<file path="config.mk">
export PLATFORM = sky130hd
export DESIGN_NAME = udp_reply_frame_rewriter
export DESIGN_NICKNAME = d
export VERILOG_FILES = /design/src/hw/rtl/urfr_pkg.sv /design/src/hw/rtl/urfr_ram.sv /design/src/hw/rtl/urfr_front.sv /design/src/hw/rtl/urfr_cmd_queue.sv /design/src/hw/rtl/urfr_back.sv /design/src/hw/rtl/udp_reply_frame_rewriter.sv
export SDC_FILE = /design/constraint.sdc
export NUM_CORES = 1
export LEC_CHECK = 0
export ABC_AREA = 0
export BUFFER_PORTS_ARGS = -buffer_cell sky130_fd_sc_hd__buf_2
export CAP_MARGIN = 20
export CORE_MARGIN = 2
export CORE_UTILIZATION = 45
export DETAILED_ROUTE_END_ITERATION = 8
export PLACE_DENSITY = 0.64
export SLEW_MARGIN = 20
export SYNTH_ARGS = -nofsm -noshare
export SYNTH_HDL_FRONTEND = slang
export SYNTH_SLANG_ARGS = --single-unit
</file>
<file path="constraint.sdc">
create_clock -name clk -period 18.3 [get_ports clk]
set_input_delay 0.915 -clock clk [delete_from_list [all_inputs] [get_ports clk]]
set_output_delay 0.915 -clock clk [all_outputs]
set_load 0.02 [all_outputs]
</file>
<file path="src/hw/rtl/urfr_pkg.sv">
// ----------------------------------------------------------------------------
// urfr_pkg: shared types, constants and decode functions
// Command format between the front and back halves of the reply rewriter,
// header byte remapping, checksum terms and the reply text table.
// ----------------------------------------------------------------------------
package urfr_pkg;

  // Frame position range
  localparam int MAX_FRAME_BYTES = 2048;
  localparam int POS_W           = $clog2(MAX_FRAME_BYTES);

  // Held-back header: Ethernet + IPv4 + UDP ports
  localparam int HDR_BYTES = 38;
  localparam int IDX_W     = $clog2(HDR_BYTES);

  // Header store holds two banks so that one frame can fill while the other drains
  localparam int RAM_DEPTH = 2 * HDR_BYTES;
  localparam int RAM_AW    = $clog2(RAM_DEPTH);

  // Checksum accumulator: eight header words plus the length word, no overflow
  localparam int ACC_W = 20;

  // Command queue and output buffer depths
  localparam int CMDQ_DEPTH = 4;
  localparam int CMDQ_AW    = $clog2(CMDQ_DEPTH);
  localparam int OB_DEPTH   = 4;
  localparam int OB_AW      = $clog2(OB_DEPTH);

  // Rewritten field values
  localparam logic [7:0] IP_TOTAL_LEN_LO = 8'h2C;
  localparam logic [7:0] UDP_LEN_LO      = 8'h18;
  localparam int         UDP_LEN_POS     = 38;
  localparam int         TEXT_OFF        = 42;
  localparam int         TEXT_LEN        = 16;

  typedef enum logic [1:0] {
    CMD_BYTE,
    CMD_FLUSH,
    CMD_BURST
  } cmd_kind_t;

  typedef struct packed {
    cmd_kind_t        kind;
    logic             bank;
    logic [IDX_W-1:0] last_idx;
    logic [15:0]      cks;
    logic [7:0]       data;
    logic             last;
  } cmd_t;

  typedef enum logic [2:0] {
    SRC_RAM,
    SRC_ZERO,
    SRC_LEN,
    SRC_CKS_HI,
    SRC_CKS_LO
  } src_kind_t;

  typedef struct packed {
    src_kind_t        kind;
    logic [IDX_W-1:0] idx;
  } burst_src_t;

  // Bank release from the back half once a header read-out has been issued
  typedef struct packed {
    logic valid;
    logic bank;
  } release_t;

  // Map output position to source: swap MACs, IPs, ports; set length and checksum
  function automatic burst_src_t burst_map(input logic [IDX_W-1:0] i);
    burst_src_t m;
    m.kind = SRC_RAM;
    m.idx  = i;
    if (i < 6) begin
      m.idx = i + IDX_W'(6);
    end else if (i < 12) begin
      m.idx = i - IDX_W'(6);
    end else if (i == 16) begin
      m.kind = SRC_ZERO;
    end else if (i == 17) begin
      m.kind = SRC_LEN;
    end else if (i == 24) begin
      m.kind = SRC_CKS_HI;
    end else if (i == 25) begin
      m.kind = SRC_CKS_LO;
    end else if (i >= 26 && i < 30) begin
      m.idx = i + IDX_W'(4);
    end else if (i >= 30 && i < 34) begin
      m.idx = i - IDX_W'(4);
    end else if (i == 34 || i == 35) begin
      m.idx = i + IDX_W'(2);
    end else if (i == 36 || i == 37) begin
      m.idx = i - IDX_W'(2);
    end
    return m;
  endfunction

  // Checksum contribution of one received header byte; address swaps do not
  // change the sum, and the fixed length word is preloaded
  function automatic logic [ACC_W-1:0] cks_term(input logic [IDX_W-1:0] i,
                                                input logic [7:0] b);
    logic used;
    used = (i >= 14 && i < 16) || (i >= 18 && i < 24) || (i >= 26 && i < 34);
    if (!used) begin
      return '0;
    end else if (i[0]) begin
      return ACC_W'(b);
    end else begin
      return ACC_W'({b, 8'h00});
    end
  endfunction

  // Reply text "Processado (cru)"
  function automatic logic [7:0] reply_text(input logic [3:0] k);
    logic [7:0] c;
    unique case (k)
      4'd0:  c = 8'h50;
      4'd1:  c = 8'h72;
      4'd2:  c = 8'h6F;
      4'd3:  c = 8'h63;
      4'd4:  c = 8'h65;
      4'd5:  c = 8'h73;
      4'd6:  c = 8'h73;
      4'd7:  c = 8'h61;
      4'd8:  c = 8'h64;
      4'd9:  c = 8'h6F;
      4'd10: c = 8'h20;
      4'd11: c = 8'h28;
      4'd12: c = 8'h63;
      4'd13: c = 8'h72;
      4'd14: c = 8'h75;
      4'd15: c = 8'h29;
      default: c = 8'h00;
    endcase
    return c;
  endfunction

  // Rewrite a byte past the header: UDP length, zero checksum, reply text
  function automatic logic [7:0] payload_byte(input logic [POS_W-1:0] pos,
                                              input logic [7:0] b);
    logic [7:0] v;
    v = b;
    if (pos == UDP_LEN_POS) begin
      v = 8'h00;
    end else if (pos == UDP_LEN_POS + 1) begin
      v = UDP_LEN_LO;
    end else if (pos == UDP_LEN_POS + 2 || pos == UDP_LEN_POS + 3) begin
      v = 8'h00;
    end else if (pos >= TEXT_OFF && pos < TEXT_OFF + TEXT_LEN) begin
      v = reply_text(4'(pos - POS_W'(TEXT_OFF)));
    end
    return v;
  endfunction

endpackage

</file>
<file path="src/hw/rtl/urfr_ram.sv">
// ----------------------------------------------------------------------------
// urfr_ram: generic simple dual-port RAM
// One write port, one read port with registered read data.
// ----------------------------------------------------------------------------
module urfr_ram #(
  parameter int WIDTH = 8,
  parameter int DEPTH = 76
) (
  input  logic                     clk,
  input  logic                     we,
  input  logic [$clog2(DEPTH)-1:0] waddr,
  input  logic [WIDTH-1:0]         wdata,
  input  logic [$clog2(DEPTH)-1:0] raddr,
  output logic [WIDTH-1:0]         rdata
);

  logic [WIDTH-1:0] mem [DEPTH];

  // Write and registered read
  always_ff @(posedge clk) begin
    if (we) begin
      mem[waddr] <= wdata;
    end
    rdata <= mem[raddr];
  end

endmodule

</file>
<file path="src/hw/rtl/urfr_front.sv">
// ----------------------------------------------------------------------------
// urfr_front: intake and classification
// Tracks the frame position, stores header bytes into the free bank, keeps a
// running header checksum and issues commands for the back half.
// ----------------------------------------------------------------------------
module urfr_front (
  input  logic                        clk,
  input  logic                        rst,
  input  logic                        push,
  input  logic [7:0]                  data_byte,
  input  logic                        last_byte,
  output logic                        full,
  input  logic                        q_full,
  output logic                        cmd_push,
  output urfr_pkg::cmd_t              cmd,
  output logic                        ram_we,
  output logic [urfr_pkg::RAM_AW-1:0] ram_waddr,
  output logic [7:0]                  ram_wdata,
  input  urfr_pkg::release_t          rel
);

  logic [urfr_pkg::POS_W-1:0] pos;
  logic                       bank;
  logic [1:0]                 pending;
  logic [1:0]                 pending_next;
  logic [urfr_pkg::ACC_W-1:0] acc;
  logic                       accept;
  logic                       in_hdr;
  logic [urfr_pkg::IDX_W-1:0] hdr_idx;
  logic                       need_cmd;
  logic [16:0]                fold1;
  logic [15:0]                fold2;

  assign in_hdr  = pos < urfr_pkg::POS_W'(urfr_pkg::HDR_BYTES);
  assign hdr_idx = pos[urfr_pkg::IDX_W-1:0];

  // Hold off while the command queue is full or the target bank still waits to be read out
  assign full   = q_full || (in_hdr && pending[bank]);
  assign accept = push && !full;

  // Header store write
  assign ram_we    = accept && in_hdr;
  assign ram_wdata = data_byte;
  assign ram_waddr = bank ? urfr_pkg::RAM_AW'(hdr_idx) + urfr_pkg::RAM_AW'(urfr_pkg::HDR_BYTES)
                          : urfr_pkg::RAM_AW'(hdr_idx);

  // Fold the accumulated sum and invert
  assign fold1 = 17'(acc[15:0]) + 17'(acc[urfr_pkg::ACC_W-1:16]);
  assign fold2 = fold1[15:0] + 16'(fold1[16]);

  // Classify the request
  always_comb begin
    need_cmd     = 1'b0;
    cmd.kind     = urfr_pkg::CMD_BYTE;
    cmd.bank     = bank;
    cmd.last_idx = hdr_idx;
    cmd.cks      = ~fold2;
    cmd.data     = urfr_pkg::payload_byte(pos, data_byte);
    cmd.last     = last_byte;
    if (in_hdr) begin
      if (hdr_idx == urfr_pkg::IDX_W'(urfr_pkg::HDR_BYTES - 1)) begin
        need_cmd = 1'b1;
        cmd.kind = urfr_pkg::CMD_BURST;
      end else if (last_byte) begin
        need_cmd = 1'b1;
        cmd.kind = urfr_pkg::CMD_FLUSH;
      end
    end else begin
      need_cmd = 1'b1;
    end
  end

  assign cmd_push = accept && need_cmd;

  // Mark banks busy until their read-out has been issued
  always_comb begin
    pending_next = pending;
    if (rel.valid) begin
      pending_next[rel.bank] = 1'b0;
    end
    if (cmd_push && cmd.kind != urfr_pkg::CMD_BYTE) begin
      pending_next[bank] = 1'b1;
    end
  end

  // Advance position, bank and checksum
  always_ff @(posedge clk) begin
    if (rst) begin
      pos     <= '0;
      bank    <= 1'b0;
      pending <= '0;
      acc     <= '0;
    end else begin
      pending <= pending_next;
      if (accept) begin
        if (in_hdr) begin
          if (pos == '0) begin
            acc <= urfr_pkg::ACC_W'(urfr_pkg::IP_TOTAL_LEN_LO);
          end else begin
            acc <= acc + urfr_pkg::cks_term(hdr_idx, data_byte);
          end
        end
        if (last_byte) begin
          pos  <= '0;
          bank <= ~bank;
        end else if (pos < urfr_pkg::POS_W'(urfr_pkg::MAX_FRAME_BYTES - 1)) begin
          pos <= pos + 1'b1;
        end
      end
    end
  end

endmodule

</file>
<file path="src/hw/rtl/urfr_cmd_queue.sv">
// ----------------------------------------------------------------------------
// urfr_cmd_queue: command queue between front and back
// Small register FIFO so that intake and read-out stall independently.
// ----------------------------------------------------------------------------
module urfr_cmd_queue (
  input  logic           clk,
  input  logic           rst,
  input  logic           wr_en,
  input  urfr_pkg::cmd_t wr_cmd,
  output logic           full,
  input  logic           rd_en,
  output urfr_pkg::cmd_t rd_cmd,
  output logic           empty
);

  urfr_pkg::cmd_t               entries [urfr_pkg::CMDQ_DEPTH];
  logic [urfr_pkg::CMDQ_AW-1:0] wp;
  logic [urfr_pkg::CMDQ_AW-1:0] rp;
  logic [urfr_pkg::CMDQ_AW:0]   count;

  assign full   = count == (urfr_pkg::CMDQ_AW + 1)'(urfr_pkg::CMDQ_DEPTH);
  assign empty  = count == '0;
  assign rd_cmd = entries[rp];

  // Store commands
  always_ff @(posedge clk) begin
    if (wr_en) begin
      entries[wp] <= wr_cmd;
    end
  end

  // Advance pointers and occupancy
  always_ff @(posedge clk) begin
    if (rst) begin
      wp    <= '0;
      rp    <= '0;
      count <= '0;
    end else begin
      if (wr_en) begin
        wp <= wp + 1'b1;
      end
      if (rd_en) begin
        rp <= rp + 1'b1;
      end
      if (wr_en && !rd_en) begin
        count <= count + 1'b1;
      end else if (rd_en && !wr_en) begin
        count <= count - 1'b1;
      end
    end
  end

endmodule

</file>
<file path="src/hw/rtl/urfr_back.sv">
// ----------------------------------------------------------------------------
// urfr_back: command execution and output buffer
// Expands each command into result bytes, reading the header store one byte
// a cycle while the output buffer has room, and queues the results for the receiver.
// ----------------------------------------------------------------------------
module urfr_back (
  input  logic                        clk,
  input  logic                        rst,
  input  urfr_pkg::cmd_t              head,
  input  logic                        q_empty,
  output logic                        q_pop,
  output logic [urfr_pkg::RAM_AW-1:0] ram_raddr,
  input  logic [7:0]                  ram_rdata,
  output urfr_pkg::release_t          rel,
  output logic [7:0]                  out_byte,
  output logic                        out_last,
  output logic                        empty,
  input  logic                        pop
);

  urfr_pkg::cmd_t             cur;
  logic                       cur_valid;
  logic [urfr_pkg::IDX_W-1:0] idx;
  logic                       s1_valid;
  logic                       s1_ram;
  logic [7:0]                 s1_byte;
  logic                       s1_last;
  logic [7:0]                 ob_byte [urfr_pkg::OB_DEPTH];
  logic                       ob_last [urfr_pkg::OB_DEPTH];
  logic [urfr_pkg::OB_AW-1:0] ob_wp;
  logic [urfr_pkg::OB_AW-1:0] ob_rp;
  logic [urfr_pkg::OB_AW:0]   ob_count;
  logic                       space;
  logic                       issue;
  logic                       load;
  logic                       ob_rd;
  logic                       e_ram;
  logic [urfr_pkg::IDX_W-1:0] e_src;
  logic [7:0]                 e_byte;
  logic                       e_last;
  logic                       e_final;
  urfr_pkg::burst_src_t       bmap;

  // Issue only when the output buffer has room for everything in flight
  assign space = (int'(ob_count) + int'(s1_valid)) < urfr_pkg::OB_DEPTH;
  assign issue = cur_valid && space;

  // Decode the current element of the command
  always_comb begin
    bmap    = urfr_pkg::burst_map(idx);
    e_ram   = 1'b0;
    e_src   = idx;
    e_byte  = cur.data;
    e_last  = cur.last;
    e_final = 1'b1;
    unique case (cur.kind)
      urfr_pkg::CMD_BYTE: begin
        e_ram = 1'b0;
      end
      urfr_pkg::CMD_FLUSH: begin
        e_ram   = 1'b1;
        e_final = idx == cur.last_idx;
        e_last  = e_final;
      end
      urfr_pkg::CMD_BURST: begin
        e_src   = bmap.idx;
        e_final = idx == urfr_pkg::IDX_W'(urfr_pkg::HDR_BYTES - 1);
        e_last  = cur.last && e_final;
        unique case (bmap.kind)
          urfr_pkg::SRC_RAM:    e_ram  = 1'b1;
          urfr_pkg::SRC_ZERO:   e_byte = 8'h00;
          urfr_pkg::SRC_LEN:    e_byte = urfr_pkg::IP_TOTAL_LEN_LO;
          urfr_pkg::SRC_CKS_HI: e_byte = cur.cks[15:8];
          urfr_pkg::SRC_CKS_LO: e_byte = cur.cks[7:0];
          default:              e_byte = 8'h00;
        endcase
      end
      default: begin
        e_final = 1'b1;
      end
    endcase
  end

  assign ram_raddr = cur.bank ? urfr_pkg::RAM_AW'(e_src) + urfr_pkg::RAM_AW'(urfr_pkg::HDR_BYTES)
                              : urfr_pkg::RAM_AW'(e_src);

  // Take the next command when idle or on the final element
  assign load  = (!cur_valid || (issue && e_final)) && !q_empty;
  assign q_pop = load;

  // Free the bank once its last read has been issued
  assign rel.valid = issue && e_final && cur.kind != urfr_pkg::CMD_BYTE;
  assign rel.bank  = cur.bank;

  // Hold the current command and step through its elements
  always_ff @(posedge clk) begin
    if (rst) begin
      cur_valid <= 1'b0;
      idx       <= '0;
      s1_valid  <= 1'b0;
    end else begin
      s1_valid <= issue;
      if (load) begin
        cur_valid <= 1'b1;
        idx       <= '0;
      end else if (issue && e_final) begin
        cur_valid <= 1'b0;
      end else if (issue) begin
        idx <= idx + 1'b1;
      end
    end
  end

  // Command and element payload
  always_ff @(posedge clk) begin
    if (load) begin
      cur <= head;
    end
    s1_ram  <= e_ram;
    s1_byte <= e_byte;
    s1_last <= e_last;
  end

  // Output buffer
  assign ob_rd    = pop && !empty;
  assign empty    = ob_count == '0;
  assign out_byte = ob_byte[ob_rp];
  assign out_last = ob_last[ob_rp];

  always_ff @(posedge clk) begin
    if (s1_valid) begin
      ob_byte[ob_wp] <= s1_ram ? ram_rdata : s1_byte;
      ob_last[ob_wp] <= s1_last;
    end
  end

  always_ff @(posedge clk) begin
    if (rst) begin
      ob_wp    <= '0;
      ob_rp    <= '0;
      ob_count <= '0;
    end else begin
      if (s1_valid) begin
        ob_wp <= ob_wp + 1'b1;
      end
      if (ob_rd) begin
        ob_rp <= ob_rp + 1'b1;
      end
      if (s1_valid && !ob_rd) begin
        ob_count <= ob_count + 1'b1;
      end else if (ob_rd && !s1_valid) begin
        ob_count <= ob_count - 1'b1;
      end
    end
  end

endmodule

</file>
<file path="src/hw/rtl/udp_reply_frame_rewriter.sv">
// ----------------------------------------------------------------------------
// udp_reply_frame_rewriter: UDP echo reply builder
// Usage:
//   Input queue: drive data_byte/last_byte with push; a byte is taken on a
//   clock edge with push high and full low. Bytes arrive in wire order,
//   last_byte marks the end of a frame.
//   Result queue: while empty is low, out_byte/out_last show the oldest
//   reply byte; pop with empty low takes it.
//   The first 38 bytes of a frame are held in a two-bank header store and
//   come out as one 38-byte burst once byte 37 is in (addresses and ports
//   swapped, total length 44, fresh header checksum). A shorter frame is
//   flushed unchanged at its last byte. Later bytes come out one for one.
//   A payload byte passes through the command queue, the current command
//   register and the s1 stage into the output buffer; a header burst takes
//   the same path once byte 37 is in. Throughput: one result byte per
//   cycle while the receiver pops. Intake is one byte per cycle until the
//   four-entry command queue fills behind a header burst; a header also
//   waits for its bank until the command two frames back has issued.
//   Reset: frame position, bank state and both queues clear; the header
//   store is not cleared. A stalled receiver fills the output buffer and
//   the command queue, after which full rises.
// ----------------------------------------------------------------------------
module udp_reply_frame_rewriter (
  input  logic       clk,
  input  logic       rst,
  input  logic       push,
  output logic       full,
  input  logic [7:0] data_byte,
  input  logic       last_byte,
  output logic       empty,
  input  logic       pop,
  output logic [7:0] out_byte,
  output logic       out_last
);

  logic                        q_full;
  logic                        q_empty;
  logic                        cmd_push;
  logic                        q_pop;
  urfr_pkg::cmd_t              cmd_in;
  urfr_pkg::cmd_t              cmd_head;
  urfr_pkg::release_t          rel;
  logic                        ram_we;
  logic [urfr_pkg::RAM_AW-1:0] ram_waddr;
  logic [7:0]                  ram_wdata;
  logic [urfr_pkg::RAM_AW-1:0] ram_raddr;
  logic [7:0]                  ram_rdata;

  // Intake and classification
  urfr_front u_front (
    .clk       (clk),
    .rst       (rst),
    .push      (push),
    .data_byte (data_byte),
    .last_byte (last_byte),
    .full      (full),
    .q_full    (q_full),
    .cmd_push  (cmd_push),
    .cmd       (cmd_in),
    .ram_we    (ram_we),
    .ram_waddr (ram_waddr),
    .ram_wdata (ram_wdata),
    .rel       (rel)
  );

  // Decoupling queue
  urfr_cmd_queue u_cmd_queue (
    .clk    (clk),
    .rst    (rst),
    .wr_en  (cmd_push),
    .wr_cmd (cmd_in),
    .full   (q_full),
    .rd_en  (q_pop),
    .rd_cmd (cmd_head),
    .empty  (q_empty)
  );

  // Two-bank header store
  urfr_ram #(
    .WIDTH (8),
    .DEPTH (urfr_pkg::RAM_DEPTH)
  ) u_hdr_store (
    .clk   (clk),
    .we    (ram_we),
    .waddr (ram_waddr),
    .wdata (ram_wdata),
    .raddr (ram_raddr),
    .rdata (ram_rdata)
  );

  // Execution and output buffer
  urfr_back u_back (
    .clk       (clk),
    .rst       (rst),
    .head      (cmd_head),
    .q_empty   (q_empty),
    .q_pop     (q_pop),
    .ram_raddr (ram_raddr),
    .ram_rdata (ram_rdata),
    .rel       (rel),
    .out_byte  (out_byte),
    .out_last  (out_last),
    .empty     (empty),
    .pop       (pop)
  );

endmodule
</file>
==> flow_metrics.env <==
export IMPL_post_cts_buffers=0
export IMPL_final_area_mm2=0.0425
export IMPL_max_freq_mhz=151
export IMPL_synth_xor_area_share_pct=1.77
export IMPL_dieWidth_um=295
export IMPL_routed_wl_mm=93.6
export IMPL_ys_top_cells_by_area="edfxtp_1, mux4_2, dfxtp_1"
export IMPL_die_y_um=295
export IMPL_start_util_pct=45.4
export IMPL_drt_initial_drc_count=2294
export IMPL_port_buffers=23
export IMPL_viasPerCell=6.01
export IMPL_clkLatencyLatePin_ns=0.66
export IMPL_vdd_drop_max_uv=216
export IMPL_rsz0062_at_grt="false"
export IMPL_final_common_cell="edfxtp_1"
export IMPL_synth_seq_cells=890
export IMPL_syn_to_final_growth_pct=11.8
export IMPL_cp_required_ns=18.82
export IMPL_die_area_mm2=0.0868
export IMPL_synth_top_family_by_area="multiplexers"
export IMPL_cap_violations=0
export IMPL_yosys_warnings=0
export IMPL_synth_edf_count=814
export IMPL_crit_type="flip-flop to flip-flop"
export IMPL_dp_hpwl_mm=58.2
export IMPL_async_flop_share_pct=0
export IMPL_yosysTopAreaCellShare_pct=64.3
export IMPL_maxSlewViolCount=0
export IMPL_final_setup_viol_count=0
export IMPL_ys_types=84
export IMPL_start_kind="flip-flop"
export IMPL_hold_class="flip-flop to flip-flop"
export IMPL_placedInstanceArea_mm2=0.0394
export IMPL_cts_buffer_depth=3
export IMPL_path_max_fanout=141
export IMPL_period_minus_slack_ns=6.61
export IMPL_netlist_area_mm2=0.0380
export IMPL_cts_tree="done"
export IMPL_endpoint_kind="flip-flop"
export IMPL_synth_fp_nets=2423
export IMPL_synth_cells=2349
export IMPL_synth_fa_ha_area_share_pct=2.09
export IMPL_grt_max_degree=142
export IMPL_seq_area_frac_synth_pct=68.3
export IMPL_cp_slowest_cell="dfxtp_4"
export IMPL_status="complete, no violations"
export IMPL_setup_tns_final_ns=0
export IMPL_worst_slew_pin_slew_ns=1.10
export IMPL_synth_compound_area_share_pct=5.96
export IMPL_grt_pass1_wl_mm=139
export IMPL_io_pins=24
export IMPL_cts_sinks=890
export IMPL_mostFrequentLayoutCells="edfxtp_1, nor2_1, mux4_2, nand2_1, mux2i_1"
export IMPL_max_slew_margin_pct=26.1
export IMPL_core_area_mm2=0.0837
export IMPL_fp_row_count=106
export IMPL_hold_viol_final=0
export IMPL_p_per_area_mw_per_mm2=147
export IMPL_postSynthAreaPerCell_um2=16.2
export IMPL_cts_resized=0
export IMPL_drive_above_1_share_pct=17.2
export IMPL_wl_per_cell_um=26.0
export IMPL_finClkSkew_ns=0.0445
export IMPL_n_antenna_cell=0
export IMPL_synthMuxAreaShare_pct=13.4
export IMPL_p_leak_nw=13.5
export IMPL_grt_pass1_vias=21300
export IMPL_fin_crit_sh_pct=36.1
export IMPL_yosys_area_share_simple_pct=6.75
export IMPL_firstDrtPassIters=6
export IMPL_yosys_area_top_type="edfxtp_1"
export IMPL_gp_congestion=0.883
export IMPL_path_cells="buf_4, inv_1, ha_1, o22ai_1, nor2_1, a221oi_1, a31o_2, and2_1, ha_1, a22oi_4, buf_12, mux4_2, mux2i_1, mux2i_1, o2111ai_1, o311ai_1"
export IMPL_vias=21600
export IMPL_postCtsHoldBufs=0
export IMPL_grt_use_total_pct=21.7
export IMPL_clkSlewWorstSetupHoldPaths_ns=0.06
export IMPL_worstPathArrival_ns=7.13
export IMPL_clockRootBuffer="clkbuf_16"
export IMPL_route_detailed_drc=0
export IMPL_synth_main_ff_cell="edfxtp_1"
export IMPL_cpPeakStageDelay_ns=0.72
export IMPL_antenna_found_initial=5
export IMPL_htree_levels=3
export IMPL_layout_nets=2466
export IMPL_grt_ovfl_total=0
export IMPL_nFillCells=6784
export IMPL_cts_inserted_buffers=91
export IMPL_ant_nets=0
## through the flow
stage / worst slack (ns) / instances / util [%] / hold slack, ns / power, mW
after CTS: 11.73 / 3599 / 50.8 / 0.482 / 6.28
after detailed placement: 11.71 / 3432 / 47.1 / 0.454 / 4.39
after floorplan: 12.40 / 2349 / - / 0.418 / 3.76
after global routing: 11.32 / 3600 / 50.8 / 0.514 / 6.48
final: 11.69 / 3600 / 50.8 / 0.478 / 6.25
after global placement: 11.78 / 3432 / 47.1 / 0.463 / 4.37
## path summary, 6_finish.rpt
path                                        from                    to  slack (ns)  cells past startpoint
worst max-delay path               u_back.idx[0]  u_hdr_store.rdata[0]       11.69                     16
worst max register to register     u_back.idx[0]  u_hdr_store.rdata[0]       11.69                     16
worst min register to register  u_back.cur_valid      u_back.cur_valid        0.48                      2
worst min-delay path            u_back.cur_valid      u_back.cur_valid        0.48                      2
## layer usage
layer / vias to the layer above / GRT usage (%) / part of all wire, %
met5: - / 0 / 0.020
met4: 4 / 6.45 / 2.7
met3: 167 / 3.26 / 7.0
met2: 894 / 34.8 / 48
met1: 11200 / 31.0 / 42
li1: 9360 / - / -
## cell type report
class | instances | area (µm²) | share of cell area [%]
clock buffer | 127 | 2550 | 6.01
clock inverter | 40 | 526 | 1.24
inverter | 40 | 150 | 0.353
multi-input combinational | 1305 | 11400 | 26.9
sequential | 890 | 26000 | 61.1
tap | 1134 | 1420 | 3.34
timing repair buffer | 64 | 448 | 1.05
## registers in the layout, indices dropped and copies added (netlist names), 3 cells and up, named ones only
signal,flops
u_back.s1_byte,8
u_front.acc,20
u_back.cur,33
u_back.idx,6
u_cmd_queue.count,3
u_front.pos,11
u_back.ob_byte,32
u_back.ob_count,3
u_hdr_store.mem,608
u_cmd_queue.entries,136
u_back.ob_last,4
u_hdr_store.rdata,8
## where the power goes
part,leakage [nW],internal [mW],switching (mW)
combinational,4.27,0.763,1.16
clock,1.48,1.11,0.785
sequential,7.77,2.35,0.0871
## kinds of logic after synthesis
| kind of cell | Yosys count |
|---|---|
| fa+ha+maj | 61 |
| mux | 296 |
| flops | 890 |
| simple gates | 551 |
| buf+inv | 154 |
| compound gates | 323 |
| xor+xnor | 74 |
## cell usage after synthesis, types with 7 or more instances
cell type	n
buf_1	11
mux2_2	31
and3_1	30
inv_1	37
a21oi_1	63
a22oi_1	17
nand2_1	112
or3_1	16
nand3b_1	9
dfxtp_1	76
a22o_1	7
o211ai_1	10
xnor2_1	45
nand3_1	45
edfxtp_1	814
nand2b_1	9
buf_2	27
ha_1	57
o31ai_1	12
a211oi_1	28
nor2_1	231
xor2_1	27
a21o_1	8
mux2i_1	97
and2_1	19
a2111oi_0	10
mux4_2	168
nor3b_1	7
o21ai_0	59
nor3_1	31
o2111ai_1	8
a31oi_1	14
o221ai_1	7
o21ai_1	7
nand4_1	10
nor2b_1	10
clkbuf_1	70
## critical path, delay by kind of cell, from the launching register on
family,cells,cell delay (ns)
DFF,1,0.72
adders and majority gates,2,0.94
muxes,3,0.86
AOI/OAI and AO/OA,6,1.82
buffers and inverters,3,1.38
and+or+nand+nor,2,0.51
No activity file was read; power rests on OpenSTA's default activity.
